==> src/rtl/priority_timeslice_scheduler_defines.svh <==
// Assertion helpers for the priority time-slice scheduler.
// PTS_ASSERT_IMP: same-cycle implication. PTS_ASSERT_NXT: next-cycle implication.
`ifndef PRIORITY_TIMESLICE_SCHEDULER_DEFINES_SVH
`define PRIORITY_TIMESLICE_SCHEDULER_DEFINES_SVH

`ifndef SYNTHESIS
`define PTS_ASSERT_IMP(label, clk, rst_n, ante, cons) \
    label: assert property (@(posedge clk) disable iff (!(rst_n)) (ante) |-> (cons)) \
        else $error("pts assertion failed");
`define PTS_ASSERT_NXT(label, clk, rst_n, ante, cons) \
    label: assert property (@(posedge clk) disable iff (!(rst_n)) (ante) |=> (cons)) \
        else $error("pts assertion failed");
`else
`define PTS_ASSERT_IMP(label, clk, rst_n, ante, cons)
`define PTS_ASSERT_NXT(label, clk, rst_n, ante, cons)
`endif

`endif

==> src/rtl/pts_pkg.sv <==
package pts_pkg;

    // Parameter defaults
    localparam int NUM_SLOTS_DEF  = 16;
    localparam int PRIO_BITS_DEF  = 8;
    localparam int SLICE_BITS_DEF = 16;

    // Request kinds carried in tuser
    localparam logic [1:0] REQ_TICK  = 2'd0;
    localparam logic [1:0] REQ_WRITE = 2'd1;
    localparam logic [1:0] REQ_SET   = 2'd2;

    // Fixed field widths on the ports
    localparam int SLOT_FW  = 4;
    localparam int PRIO_FW  = 8;
    localparam int SLICE_FW = 16;

    // Input tdata layout
    localparam int IN_SLOT_LSB  = 0;
    localparam int IN_PRES_BIT  = 4;
    localparam int IN_SUSP_BIT  = 5;
    localparam int IN_PRIO_LSB  = 6;
    localparam int IN_SLICE_LSB = 14;

    localparam int IN_TDATA_W   = 32;
    localparam int IN_TUSER_W   = 2;
    localparam int OUT_TDATA_W  = 8;
    localparam int OUT_TUSER_W  = 1;

    typedef struct packed {
        logic accept;
        logic rd_cur;
        logic do_write;
        logic do_set;
        logic charge;
        logic scan_rd;
        logic commit;
        logic out_load;
    } t_cmd;

    typedef struct packed {
        logic [1:0] req_type;
        logic       scan_last;
        logic       out_free;
    } t_status;

endpackage

==> src/rtl/priority_timeslice_scheduler.sv <==
// Priority time-slice scheduler.
// Slave stream (s_axis_*): one request per transfer; tuser holds the request kind
// (tick, write slot, set running slot), tdata the slot number and slot contents.
// Master stream (m_axis_*): one result per request, the running slot afterwards
// in tdata and a rescheduled flag in tuser.
// A write, set or unused request passes through decode and hand-off; a tick passes
// through decode, charge, a scan of the other NUM_SLOTS - 1 slots, drain and hand-off.
// The slot table is a single-read-port memory, so the charge of the running slot and
// the scan go one slot per cycle.
// One request is in work at a time; s_axis_tready is high only while idle, so the
// next transfer waits until the result of the previous request has been loaded into
// the output register. The next request is taken while the previous result still
// waits on the master side.
// A stalled receiver holds the result in the output register; a finished request
// waits there until the register frees, then the block goes idle again.
// Reset (synchronous, active low) empties the slot table through its valid bits,
// selects slot 0 as running and drops m_axis_tvalid; no clearing pass is needed.
`include "priority_timeslice_scheduler_defines.svh"

module priority_timeslice_scheduler #(
    parameter int NUM_SLOTS  = pts_pkg::NUM_SLOTS_DEF,
    parameter int PRIO_BITS  = pts_pkg::PRIO_BITS_DEF,
    parameter int SLICE_BITS = pts_pkg::SLICE_BITS_DEF
) (
    input  logic                            i_clk,
    input  logic                            i_rst_n,
    input  logic                            s_axis_tvalid,
    output logic                            s_axis_tready,
    // slot[3:0], present[4], suspended[5], prio_in[13:6], slice_in[29:14], zero[31:30]
    input  logic [pts_pkg::IN_TDATA_W-1:0]  s_axis_tdata,
    // req_type[1:0]
    input  logic [pts_pkg::IN_TUSER_W-1:0]  s_axis_tuser,
    output logic                            m_axis_tvalid,
    input  logic                            m_axis_tready,
    // running_slot[3:0], zero[7:4]
    output logic [pts_pkg::OUT_TDATA_W-1:0] m_axis_tdata,
    // rescheduled[0]
    output logic [pts_pkg::OUT_TUSER_W-1:0] m_axis_tuser
);

    pts_pkg::t_cmd    w_cmd;
    pts_pkg::t_status w_status;

    // Sequencer: decode, charge, scan, commit, hand off
    pts_ctrl u_ctrl (
        .i_clk    (i_clk),
        .i_rst_n  (i_rst_n),
        .i_valid  (s_axis_tvalid),
        .o_ready  (s_axis_tready),
        .i_status (w_status),
        .o_cmd    (w_cmd)
    );

    // Slot table, running slot, best-so-far tracking and output register
    pts_dpath #(
        .NUM_SLOTS  (NUM_SLOTS),
        .PRIO_BITS  (PRIO_BITS),
        .SLICE_BITS (SLICE_BITS)
    ) u_dpath (
        .i_clk    (i_clk),
        .i_rst_n  (i_rst_n),
        .i_tdata  (s_axis_tdata),
        .i_tuser  (s_axis_tuser),
        .i_ready  (m_axis_tready),
        .o_valid  (m_axis_tvalid),
        .o_tdata  (m_axis_tdata),
        .o_tuser  (m_axis_tuser),
        .i_cmd    (w_cmd),
        .o_status (w_status)
    );

    // One request in work: a transfer closes the input until the result is handed off
    `PTS_ASSERT_NXT(a_busy_after_transfer, i_clk, i_rst_n, s_axis_tvalid && s_axis_tready, !s_axis_tready)
    // A result never overwrites one still waiting on the master side
    `PTS_ASSERT_IMP(a_no_overwrite, i_clk, i_rst_n, w_cmd.out_load, !m_axis_tvalid || m_axis_tready)
    // Selection is committed only for a tick
    `PTS_ASSERT_IMP(a_commit_on_tick, i_clk, i_rst_n, w_cmd.commit, w_status.req_type == pts_pkg::REQ_TICK)
    // A new result appears only from the sequencer's hand-off
    `PTS_ASSERT_IMP(a_valid_from_load, i_clk, i_rst_n, $rose(m_axis_tvalid), $past(w_cmd.out_load))

endmodule

==> src/rtl/pts_ctrl.sv <==
module pts_ctrl (
    input  logic             i_clk,
    input  logic             i_rst_n,
    input  logic             i_valid,
    output logic             o_ready,
    input  pts_pkg::t_status i_status,
    output pts_pkg::t_cmd    o_cmd
);

    localparam logic [2:0] S_IDLE   = 3'd0;
    localparam logic [2:0] S_DECODE = 3'd1;
    localparam logic [2:0] S_CHARGE = 3'd2;
    localparam logic [2:0] S_SCAN   = 3'd3;
    localparam logic [2:0] S_DRAIN  = 3'd4;
    localparam logic [2:0] S_DONE   = 3'd5;

    logic [2:0] r_state;
    logic [2:0] n_state;

    always_comb begin
        n_state = r_state;
        o_cmd   = '0;
        unique case (r_state)
            S_IDLE: begin
                o_cmd.accept = i_valid;
                if (i_valid) begin
                    n_state = S_DECODE;
                end
            end
            S_DECODE: begin
                // fetch the running slot's entry; only a tick uses it
                o_cmd.rd_cur = 1'b1;
                unique case (i_status.req_type)
                    pts_pkg::REQ_TICK: begin
                        n_state = S_CHARGE;
                    end
                    pts_pkg::REQ_WRITE: begin
                        o_cmd.do_write = 1'b1;
                        n_state        = S_DONE;
                    end
                    pts_pkg::REQ_SET: begin
                        o_cmd.do_set = 1'b1;
                        n_state      = S_DONE;
                    end
                    default: begin
                        n_state = S_DONE;
                    end
                endcase
            end
            S_CHARGE: begin
                o_cmd.charge = 1'b1;
                n_state      = S_SCAN;
            end
            S_SCAN: begin
                o_cmd.scan_rd = 1'b1;
                if (i_status.scan_last) begin
                    n_state = S_DRAIN;
                end
            end
            S_DRAIN: begin
                o_cmd.commit = 1'b1;
                n_state      = S_DONE;
            end
            S_DONE: begin
                if (i_status.out_free) begin
                    o_cmd.out_load = 1'b1;
                    n_state        = S_IDLE;
                end
            end
            default: begin
                n_state = S_IDLE;
            end
        endcase
    end

    always_ff @(posedge i_clk) begin
        if (!i_rst_n) begin
            r_state <= S_IDLE;
        end else begin
            r_state <= n_state;
        end
    end

    assign o_ready = (r_state == S_IDLE);

endmodule

==> src/rtl/pts_dpath.sv <==
module pts_dpath #(
    parameter int NUM_SLOTS  = pts_pkg::NUM_SLOTS_DEF,
    parameter int PRIO_BITS  = pts_pkg::PRIO_BITS_DEF,
    parameter int SLICE_BITS = pts_pkg::SLICE_BITS_DEF
) (
    input  logic                               i_clk,
    input  logic                               i_rst_n,
    input  logic [pts_pkg::IN_TDATA_W-1:0]     i_tdata,
    input  logic [pts_pkg::IN_TUSER_W-1:0]     i_tuser,
    input  logic                               i_ready,
    output logic                               o_valid,
    output logic [pts_pkg::OUT_TDATA_W-1:0]    o_tdata,
    output logic [pts_pkg::OUT_TUSER_W-1:0]    o_tuser,
    input  pts_pkg::t_cmd                      i_cmd,
    output pts_pkg::t_status                   o_status
);

    localparam int SLOT_W = $clog2(NUM_SLOTS);
    localparam int ENT_W  = 2 + PRIO_BITS + SLICE_BITS;
    localparam int SIDX_W = (SLOT_W > pts_pkg::SLOT_FW) ? SLOT_W : pts_pkg::SLOT_FW;
    localparam int PIN_W  = (PRIO_BITS > pts_pkg::PRIO_FW) ? PRIO_BITS : pts_pkg::PRIO_FW;
    localparam int SIN_W  = (SLICE_BITS > pts_pkg::SLICE_FW) ? SLICE_BITS : pts_pkg::SLICE_FW;

    function automatic logic [SLOT_W-1:0] f_next(input logic [SLOT_W-1:0] a);
        return (a == SLOT_W'(NUM_SLOTS - 1)) ? '0 : a + 1'b1;
    endfunction

    // Latched request
    logic [1:0]                  r_req_type;
    logic [pts_pkg::SLOT_FW-1:0] r_slot;
    logic                        r_present;
    logic                        r_susp;
    logic [pts_pkg::PRIO_FW-1:0] r_prio;
    logic [pts_pkg::SLICE_FW-1:0] r_slice;

    // Slot table, valid bits cleared by reset
    logic [ENT_W-1:0]     mem [NUM_SLOTS];
    logic [NUM_SLOTS-1:0] r_vld;
    logic [ENT_W-1:0]     r_rd_data;
    logic                 r_rd_hit;

    logic [SLOT_W-1:0]    r_cur;
    logic [SLOT_W-1:0]    r_scan_idx;
    logic [SLOT_W-1:0]    r_scan_cnt;
    logic [SLOT_W-1:0]    r_eval_idx;
    logic                 r_eval_pend;
    logic [SLOT_W-1:0]    r_best_idx;
    logic [PRIO_BITS-1:0] r_best_prio;
    logic [SLOT_W-1:0]    n_best_idx;
    logic [PRIO_BITS-1:0] n_best_prio;

    logic                        r_out_valid;
    logic [pts_pkg::SLOT_FW-1:0] r_out_slot;
    logic                        r_out_resched;

    logic [SIDX_W-1:0]     w_slot_ext;
    logic [SLOT_W-1:0]     w_slot_idx;
    logic                  w_slot_ok;
    logic [PIN_W-1:0]      w_prio_ext;
    logic [SIN_W-1:0]      w_slice_ext;
    logic [SIDX_W-1:0]     w_cur_ext;

    logic [ENT_W-1:0]      w_ent;
    logic                  w_ent_pres;
    logic                  w_ent_susp;
    logic [PRIO_BITS-1:0]  w_ent_prio;
    logic [SLICE_BITS-1:0] w_ent_slice;
    logic [PRIO_BITS-1:0]  w_chg_prio;
    logic [SLICE_BITS-1:0] w_chg_slice;

    logic                  w_we;
    logic [SLOT_W-1:0]     w_waddr;
    logic [ENT_W-1:0]      w_wdata;
    logic [SLOT_W-1:0]     w_raddr;
    logic                  w_re;

    assign w_slot_ext  = SIDX_W'(r_slot);
    assign w_slot_idx  = w_slot_ext[SLOT_W-1:0];
    assign w_slot_ok   = (32'(r_slot) < 32'(NUM_SLOTS));
    assign w_prio_ext  = PIN_W'(r_prio);
    assign w_slice_ext = SIN_W'(r_slice);
    assign w_cur_ext   = SIDX_W'(r_cur);

    // Entry read back; a never-written slot reads as all zero
    assign w_ent       = r_rd_hit ? r_rd_data : '0;
    assign w_ent_pres  = w_ent[ENT_W-1];
    assign w_ent_susp  = w_ent[ENT_W-2];
    assign w_ent_prio  = w_ent[SLICE_BITS +: PRIO_BITS];
    assign w_ent_slice = w_ent[SLICE_BITS-1:0];

    // Charge the running slot: spend one tick, or drop priority when spent
    assign w_chg_slice = (w_ent_slice != '0) ? w_ent_slice - 1'b1 : w_ent_slice;
    assign w_chg_prio  = (w_ent_slice != '0) ? w_ent_prio : '0;

    always_comb begin
        w_we    = 1'b0;
        w_waddr = w_slot_idx;
        w_wdata = {r_present, r_susp, w_prio_ext[PRIO_BITS-1:0],
                   w_slice_ext[SLICE_BITS-1:0]};
        if (i_cmd.do_write && w_slot_ok) begin
            w_we = 1'b1;
        end else if (i_cmd.charge) begin
            w_we    = 1'b1;
            w_waddr = r_cur;
            w_wdata = {w_ent_pres, w_ent_susp, w_chg_prio, w_chg_slice};
        end
    end

    assign w_raddr = i_cmd.scan_rd ? r_scan_idx : r_cur;
    assign w_re    = i_cmd.rd_cur || i_cmd.scan_rd;

    // Later slots in scan order win ties
    always_comb begin
        n_best_idx  = r_best_idx;
        n_best_prio = r_best_prio;
        if (r_eval_pend && w_ent_pres && !w_ent_susp && (w_ent_prio >= r_best_prio)) begin
            n_best_idx  = r_eval_idx;
            n_best_prio = w_ent_prio;
        end
    end

    always_ff @(posedge i_clk) begin
        if (w_we) begin
            mem[w_waddr] <= w_wdata;
        end
        if (w_re) begin
            r_rd_data <= mem[w_raddr];
        end
    end

    always_ff @(posedge i_clk) begin
        if (!i_rst_n) begin
            r_vld <= '0;
        end else if (w_we) begin
            r_vld[w_waddr] <= 1'b1;
        end
    end

    always_ff @(posedge i_clk) begin
        if (w_re) begin
            r_rd_hit <= r_vld[w_raddr];
        end
    end

    always_ff @(posedge i_clk) begin
        if (i_cmd.accept) begin
            r_req_type <= i_tuser[1:0];
            r_slot     <= i_tdata[pts_pkg::IN_SLOT_LSB +: pts_pkg::SLOT_FW];
            r_present  <= i_tdata[pts_pkg::IN_PRES_BIT];
            r_susp     <= i_tdata[pts_pkg::IN_SUSP_BIT];
            r_prio     <= i_tdata[pts_pkg::IN_PRIO_LSB +: pts_pkg::PRIO_FW];
            r_slice    <= i_tdata[pts_pkg::IN_SLICE_LSB +: pts_pkg::SLICE_FW];
        end
    end

    always_ff @(posedge i_clk) begin
        if (i_cmd.charge) begin
            r_best_idx  <= r_cur;
            r_best_prio <= w_chg_prio;
            r_scan_idx  <= f_next(r_cur);
            r_scan_cnt  <= SLOT_W'(NUM_SLOTS - 1);
        end else begin
            r_best_idx  <= n_best_idx;
            r_best_prio <= n_best_prio;
            if (i_cmd.scan_rd) begin
                r_scan_idx <= f_next(r_scan_idx);
                r_scan_cnt <= r_scan_cnt - 1'b1;
            end
        end
        r_eval_idx <= r_scan_idx;
    end

    always_ff @(posedge i_clk) begin
        if (!i_rst_n) begin
            r_eval_pend <= 1'b0;
            r_cur       <= '0;
            r_out_valid <= 1'b0;
        end else begin
            r_eval_pend <= i_cmd.scan_rd;
            if (i_cmd.do_set && w_slot_ok) begin
                r_cur <= w_slot_idx;
            end else if (i_cmd.commit) begin
                r_cur <= n_best_idx;
            end
            if (i_cmd.out_load) begin
                r_out_valid <= 1'b1;
            end else if (i_ready) begin
                r_out_valid <= 1'b0;
            end
        end
    end

    always_ff @(posedge i_clk) begin
        if (i_cmd.out_load) begin
            r_out_slot    <= w_cur_ext[pts_pkg::SLOT_FW-1:0];
            r_out_resched <= (r_req_type == pts_pkg::REQ_TICK);
        end
    end

    assign o_valid = r_out_valid;
    assign o_tdata = pts_pkg::OUT_TDATA_W'(r_out_slot);
    assign o_tuser = r_out_resched;

    assign o_status.req_type  = r_req_type;
    assign o_status.scan_last = (r_scan_cnt == SLOT_W'(1));
    assign o_status.out_free  = !r_out_valid || i_ready;

endmodule

==> config.mk <==
export PLATFORM = sky130hd
export DESIGN_NAME = priority_timeslice_scheduler
export DESIGN_NICKNAME = d
export VERILOG_FILES = /design/src/rtl/pts_pkg.sv /design/src/rtl/priority_timeslice_scheduler.sv /design/src/rtl/pts_ctrl.sv /design/src/rtl/pts_dpath.sv
export VERILOG_INCLUDE_DIRS = /design/src /design/src/rtl
export SDC_FILE = /design/constraint.sdc
export NUM_CORES = 1
export LEC_CHECK = 0
export BUFFER_PORTS_ARGS = -buffer_cell sky130_fd_sc_hd__buf_2
export CORE_MARGIN = 1.5
export CORE_UTILIZATION = 45
export CTS_CLUSTER_DIAMETER = 60
export DETAILED_ROUTE_END_ITERATION = 6
export PLACE_DENSITY_LB_ADDON = 0.2
export SLEW_MARGIN = 10
export SYNTH_ARGS = -nofsm -noshare
export SYNTH_HDL_FRONTEND = slang
export SYNTH_SLANG_ARGS = --single-unit
==> constraint.sdc <==
create_clock -name i_clk -period 4.2 [get_ports i_clk]
set_input_delay 0.21 -clock i_clk [delete_from_list [all_inputs] [get_ports i_clk]]
set_output_delay 0.21 -clock i_clk [all_outputs]
set_load 0.05 [all_outputs]
Word-level counts from Yosys, hierarchy flattened
Memory sizes are Yosys's and may differ from the RTL's. A register that Yosys moved wholly into a read port is not among the register bits.
Cells that the tools add are included.
Widths: inputs -> output; s select.
{"block": "op_classes", "add_sub_neg": 4, "n_bitwise": 1, "n_lt_le_gt_ge": 4, "muxes": 42, "eq_ne": 13, "reduce_logical": 16}
{"operator": "$mux 26", "count": 3}
{"operator": "$mux 4", "count": 11}
{"operator": "$mux 8", "count": 3}
{"operator": "$pmux 3 s6", "count": 1}
{"operator": "$mux 1", "count": 16}
{"operator": "$mux 16", "count": 1}
{"operator": "$or 16x16->16", "count": 1}
{"operator": "$reduce_bool 16->1", "count": 1}
{"operator": "$sub 16x1->16 const B", "count": 1}
{"operator": "$mux 3", "count": 5}
{"operator": "$lt 4x5->1 const B", "count": 2}
{"operator": "$add 4x1->4 const B", "count": 2}
{"operator": "$eq 4x4->1 const B", "count": 2}
{"operator": "$ge 8x8->1", "count": 1}
{"operator": "$reduce_bool 2->1", "count": 4}
{"operator": "$eq 3x2->1 const B", "count": 2}
{"operator": "$eq 3x3->1 const B", "count": 2}
{"operator": "$bmux 1 s4", "count": 1}
{"operator": "$demux 1 s4", "count": 1}
{"operator": "$eq 4x1->1 const B", "count": 1}
{"operator": "$ge 4x1->1 const B", "count": 1}
{"operator": "$logic_and 1x1->1", "count": 4}
{"operator": "$ne 2x1->1 const B", "count": 2}
{"operator": "$sub 4x1->4 const B", "count": 1}
{"operator": "9 further kinds", "count": 11}
{"block": "word_totals", "ram_bits": 416, "word_cells": 100, "reg_bits": 87, "memories": 1}
{"name": "u_dpath.mem", "words": 16, "width": 26, "rd": 1, "rd_ports_with_merged_regs": 1, "wr": 1, "line_no": "pts_dpath.sv:37", "text": "logic [ENT_W-1:0] mem [NUM_SLOTS];"}

Logic depth before layout (Yosys ltp)
{"block": "logic_depth", "ltp_word": 9, "ltp_mapped": 12, "depth_no_buf": 8}

Cells and area by module
A second synthesis with hierarchy kept.
{"block": "hier_totals", "cells_unflattened": 1176, "area_unflattened_um2": 21107.7}
{"mod": "pts_dpath", "cells_per_inst": 1140, "area_each_um2": 20808.7, "instances": 1, "seq_area_each_um2": 15454.8}
{"mod": "pts_ctrl", "cells_per_inst": 36, "area_each_um2": 299.0, "instances": 1, "seq_area_each_um2": 60.1}

Worst setup path after synthesis
No wires, ideal clock.
{"block": "synth_path", "path_kind": "reg2reg", "from": "register u_ctrl.r_state[0]", "to": "register u_dpath.r_present (enable)", "path_buffers": 2, "arrival_ps": 2713, "slack_ps": 1095, "path_stages_with_launch": 5, "cell_sequence": "dfxtp_1 > buf_2 > clkbuf_1 > nor3_1 > and2_1"}
{"element": "start: declaration", "line_no": "pts_ctrl.sv:17", "text": "logic [2:0] r_state;"}
{"element": "start signal: assignment", "line_no": "pts_ctrl.sv:80", "text": "r_state <= n_state;"}
{"element": "end signal: assignment", "line_no": "pts_dpath.sv:149", "text": "r_present <= i_tdata[pts_pkg::IN_PRES_BIT];"}
{"element": "end: declaration", "line_no": "pts_dpath.sv:31", "text": "logic r_present;"}

Final worst setup path
{"block": "layout_path", "from": "register u_ctrl.r_state[0]", "to": "register u_dpath.r_rd_data[22] (read register of u_dpath.mem) (data pin)"}
{"block": "layout_via", "elab_chain_len": 3, "word_cells_on_any_way": 6, "cone_classes": "2 x eq/ne; 3 x mux; 1 x reduce/logical"}
{"element": "$eq 3x2->1 or $eq 3x1->1 (tied branches)", "line_no": "pts_ctrl.sv:23", "text": "unique case (r_state)"}
{"element": "$mux 1 or $mux 3 (tied branches)", "line_no": "pts_ctrl.sv:23"}
{"element": "$mux 4 or $logic_or 1x1->1 (tied branches)", "line_no": "pts_dpath.sv:109, pts_dpath.sv:110"}
{"element": "end: declaration", "line_no": "pts_dpath.sv:39", "text": "logic [ENT_W-1:0] r_rd_data;"}
Several ways; a longest one is shown, not always the timed one.
A chain may end at the register's enable or synchronous reset.

==> impl_metrics.prom <==
# TYPE chip_impl_metric gauge
chip_impl_info{name="worstSetupPathType",value="flip-flop to flip-flop"} 1
chip_impl_info{name="grt.busiest_layer",value="met2"} 1
chip_impl_metric{name="worst_ir_drop_vdd",unit="mV"} 0.452
chip_impl_metric{name="worstSkewPairLatency",unit="ps"} 610
chip_impl_metric{name="synth-edff-count",unit=""} 492
chip_impl_metric{name="max_slew.worst_pin.slew",unit="ps"} 1200
chip_impl_metric{name="share_of_final_layout_standard_cells_stronger_than_drive_strength_1",unit=""} 0.159
chip_impl_metric{name="cp_data_arrival_time",unit="ps"} 3610
chip_impl_metric{name="nets",unit=""} 1745
chip_impl_info{name="tritoncts",value="built"} 1
chip_impl_metric{name="grt_pass1_vias",unit=""} 14000
chip_impl_info{name="mostFrequentLayoutCell",value="sky130_fd_sc_hd__edfxtp_1"} 1
chip_impl_info{name="synth_ff_type",value="sky130_fd_sc_hd__edfxtp_1"} 1
chip_impl_metric{name="max-clock-path-buffers",unit=""} 3
chip_impl_metric{name="timing_max_transition_violations_final",unit=""} 0
chip_impl_metric{name="start_util",unit=""} 0.455
chip_impl_metric{name="worst_setup_hold_path_clk_slew",unit="ps"} 60
chip_impl_metric{name="design.die.area",unit="mm²"} 0.0545
chip_impl_metric{name="timing.final.hold_violations",unit=""} 0
chip_impl_metric{name="firstDrtPassIters",unit=""} 5
chip_impl_info{name="hold_path.class",value="primary input to flip-flop"} 1
chip_impl_metric{name="cts_htree_levels",unit=""} 2
chip_impl_metric{name="route.vias.total",unit=""} 14200
chip_impl_metric{name="core_area",unit="mm²"} 0.0526
chip_impl_metric{name="antenna_left",unit=""} 0
chip_impl_metric{name="power-per-cell-area",unit="mW/mm²"} 504
chip_impl_metric{name="numClockSinks",unit=""} 529
chip_impl_metric{name="detail_route.wirelength",unit="µm"} 58400
chip_impl_metric{name="critical_path_required_time",unit="ps"} 4510
chip_impl_info{name="run_status",value="completed"} 1
chip_impl_metric{name="portBuffers",unit=""} 42
chip_impl_metric{name="max_cap_violations",unit=""} 0
chip_impl_metric{name="total_setup_violations_reported_at_the_end_of_the_flow",unit=""} 0
chip_impl_metric{name="fin_tns_setup",unit="ps"} 0
chip_impl_info{name="cp-end-kind",value="flip-flop"} 1
chip_impl_metric{name="share_of_flip_flops_with_an_asynchronous_set_or_reset",unit=""} 0
chip_impl_info{name="layout_common_cells",value="492 x sky130_fd_sc_hd__edfxtp_1, 271 x sky130_fd_sc_hd__mux2i_1, 165 x sky130_fd_sc_hd__a211oi_1, 102 x sky130_fd_sc_hd__inv_1, 62 x sky130_fd_sc_hd__nand2_1"} 1
chip_impl_metric{name="place_inst",unit=""} 2290
chip_impl_metric{name="placement.cell_area",unit="mm²"} 0.0251
chip_impl_metric{name="wire_per_inst",unit="µm"} 24.1
chip_impl_info{name="timing.critical_path.from_type",value="flip-flop"} 1
chip_impl_metric{name="groute.layer.met2.usage",unit=""} 0.353
chip_impl_metric{name="stdcell_area",unit="mm²"} 0.0272
chip_impl_metric{name="gr-total-overflow",unit=""} 0
chip_impl_metric{name="post-route-period-util",unit=""} 0.787
chip_impl_metric{name="setup_ws",unit="ps"} 896
chip_impl_metric{name="worst_rel_slew_slack",unit=""} 0.195
chip_impl_metric{name="use_met3",unit=""} 0.0300
chip_impl_metric{name="groute.usage.overall",unit=""} 0.216
chip_impl_metric{name="post-route-drc-count",unit=""} 0
chip_impl_metric{name="first_pass_grt_wire_length",unit="µm"} 87100
chip_impl_metric{name="critPathMaxFanout",unit=""} 30
chip_impl_metric{name="clock-skew-final",unit="ps"} 20.3
chip_impl_metric{name="n_fill_cell",unit=""} 4337
chip_impl_metric{name="number_of_antenna_violations_at_the_first_check_in_global_routing",unit=""} 0
chip_impl_metric{name="cts_buffers",unit=""} 55
chip_impl_metric{name="layout-area-overhead-vs-synth",unit="%"} 13.9
chip_impl_metric{name="synth_sequential_area_ratio",unit=""} 0.650
chip_impl_info{name="rsz0062_at_grt",value="false"} 1
chip_impl_metric{name="maximum_number_of_pins_on_one_net_before_global_route_repair",unit=""} 113
chip_impl_metric{name="ys_ff_latch",unit=""} 529
chip_impl_metric{name="chipWidth",unit="µm"} 233
chip_impl_info{name="clock_root_cell",value="sky130_fd_sc_hd__clkbuf_16"} 1
chip_impl_metric{name="antennaDiodeCount",unit=""} 0
chip_impl_metric{name="syn_std_cell_area",unit="mm²"} 0.0239
chip_impl_metric{name="average_footprint_of_a_synthesized_cell",unit="µm²"} 14.7
chip_impl_metric{name="synth.distinct_cells",unit=""} 74
chip_impl_metric{name="gr-usage-met1",unit=""} 0.300
chip_impl_metric{name="finish.utilization",unit=""} 0.518
chip_impl_metric{name="yosysWarnings",unit=""} 0
chip_impl_metric{name="pin_count",unit=""} 49
chip_impl_metric{name="die_h",unit="µm"} 233
chip_impl_metric{name="place.detailed.hpwl",unit="µm"} 32500
chip_impl_metric{name="reg2reg_setup_slack",unit="ps"} 900
chip_impl_metric{name="final_period_minus_worst_setup_slack",unit="ps"} 3300
chip_impl_metric{name="cts-resized-gates",unit=""} 0
chip_impl_metric{name="rows",unit=""} 84
chip_impl_metric{name="place_congestion",unit=""} 0.792
chip_impl_metric{name="synthCells",unit=""} 1623
chip_impl_metric{name="static-leakage-power",unit="nW"} 10.3
chip_impl_metric{name="dr.first_iter.drc_count",unit=""} 1219
chip_impl_metric{name="pre_cts_slack",unit="ps"} 932
chip_impl_metric{name="via_per_inst",unit=""} 5.87
chip_impl_metric{name="postCtsSetupBuffers",unit=""} 0
chip_impl_metric{name="achievable-frequency",unit="GHz"} 0.303
chip_impl_metric{name="finalNonFillerCells",unit=""} 2426
worst paths after layout:
check                                       start                    end  cells after the start
worst min register to register  u_dpath.r_vld[14]      u_dpath.r_vld[14]                      1
worst max-delay path            u_ctrl.r_state[0]  u_dpath.r_rd_data[22]                      6
worst min-delay path                      i_rst_n       u_dpath.r_vld[7]                      2
worst max register to register  u_ctrl.r_state[0]  u_dpath.r_rd_data[22]                      6
flip-flops by register name, indices dropped and copies added (netlist names), 2 cells and up:
register and cells:
u_ctrl.r_state 3, u_dpath.mem 416, u_dpath.r_best_idx 4, u_dpath.r_best_prio 8, u_dpath.r_cur 4, u_dpath.r_eval_idx 4
u_dpath.r_out_slot 4, u_dpath.r_prio 8, u_dpath.r_rd_data 26, u_dpath.r_req_type 2, u_dpath.r_scan_cnt 4, u_dpath.r_scan_idx 4
u_dpath.r_slice 16, u_dpath.r_slot 4, u_dpath.r_vld 16
synthesized netlist by cell type, types with 3 or more instances:
cell                        number  area, µm²
sky130_fd_sc_hd__edfxtp_1      492      14800
sky130_fd_sc_hd__mux2i_1       271       2710
sky130_fd_sc_hd__a211oi_1      165       1240
sky130_fd_sc_hd__inv_1         102        383
sky130_fd_sc_hd__nand2_1        62        233
sky130_fd_sc_hd__clkbuf_1       51        191
sky130_fd_sc_hd__buf_2          45        225
sky130_fd_sc_hd__nor2_1         38        143
sky130_fd_sc_hd__dfxtp_1        37        741
sky130_fd_sc_hd__mux2_4         30        450
sky130_fd_sc_hd__a211o_1        29        254
sky130_fd_sc_hd__o211ai_2       27        338
sky130_fd_sc_hd__o32a_1         27        270
sky130_fd_sc_hd__o21a_1         19        143
sky130_fd_sc_hd__buf_6          15        169
sky130_fd_sc_hd__ha_1           14        175
sky130_fd_sc_hd__a31oi_1        12       75.1
sky130_fd_sc_hd__o21ai_0        12       60.1
sky130_fd_sc_hd__o31ai_1        12       90.1
sky130_fd_sc_hd__o21ai_1        11       55.1
sky130_fd_sc_hd__a21oi_1        10       50.1
sky130_fd_sc_hd__nand3_1        10       50.1
sky130_fd_sc_hd__nor3_1         10       50.1
sky130_fd_sc_hd__o211ai_1       10       75.1
sky130_fd_sc_hd__xnor2_1        10       87.6
sky130_fd_sc_hd__buf_4           9       67.6
sky130_fd_sc_hd__nor3b_1         9       67.6
sky130_fd_sc_hd__and3_1          8       50.1
sky130_fd_sc_hd__nand2b_1        8       50.1
sky130_fd_sc_hd__a21o_1          6       45.0
sky130_fd_sc_hd__nor2b_1         4       25.0
sky130_fd_sc_hd__a22oi_1         3       22.5
sky130_fd_sc_hd__nor4_1          3       18.8
sky130_fd_sc_hd__o2111ai_1       3       26.3
sky130_fd_sc_hd__or3_1           3       18.8
through the flow:
stage | power, mW | hold slack [ps]
4_1_cts | 13.8 | 88.8
3_5_place_dp | 8.93 | 389
5_1_grt | 14.2 | 144
6_report | 13.7 | 129
3_3_place_gp | 8.87 | 387
2_1_floorplan | 8.18 | 309
report_power, final:
part	total, mW	switching (mW)	internal (mW)	leakage [nW]
Combinational	2.30	1.49	0.813	4.61
Sequential	6.55	0.210	6.34	4.76
Clock	4.87	2.03	2.84	0.886
Total	13.7	3.72	9.99	10.3
cell families after synthesis:
family | Yosys count | share of synthesized area
AO/OA/AOI/OAI | 369 | 0.125
XOR/XNOR | 11 | 0.00403
adder cells (fa/ha/maj) | 14 | 0.00733
buffers and inverters | 226 | 0.0443
flip-flops | 529 | 0.650
multiplexers | 303 | 0.134
other | 1 | 0.000157
AND/OR/NAND/NOR | 170 | 0.0356
timing repair:
action,CTS,global route
endpoints found under the hold margin,34,0
hold buffers,34,0
endpoints found under the setup margin,0,0
worst max-delay path: stages, from the launching register on:
cell	delay, ps
sky130_fd_sc_hd__dfxtp_1	740
sky130_fd_sc_hd__and3b_1	600
sky130_fd_sc_hd__mux2_4	720
sky130_fd_sc_hd__buf_4	400
sky130_fd_sc_hd__mux2i_1	210
sky130_fd_sc_hd__o32a_1	190
sky130_fd_sc_hd__o211ai_2	130
layer usage:
metal / up-vias / part of all wire
met5: - / 0
met4: 0 / 0.022
met3: 81 / 0.053
met2: 401 / 0.48
met1: 7247 / 0.45
li1: 6509 / -
area by class of cell:
type | instances | area (µm²) | area share
flip-flops and latches | 529 | 15500 | 0.570
multi-input cells | 871 | 7480 | 0.275
clock buffers | 64 | 1450 | 0.0533
repair buffers | 134 | 1160 | 0.0427
well taps | 688 | 861 | 0.0316
inverters | 102 | 383 | 0.0141
clock inverters | 38 | 352 | 0.0129
(Power assumes the default switching activity.)
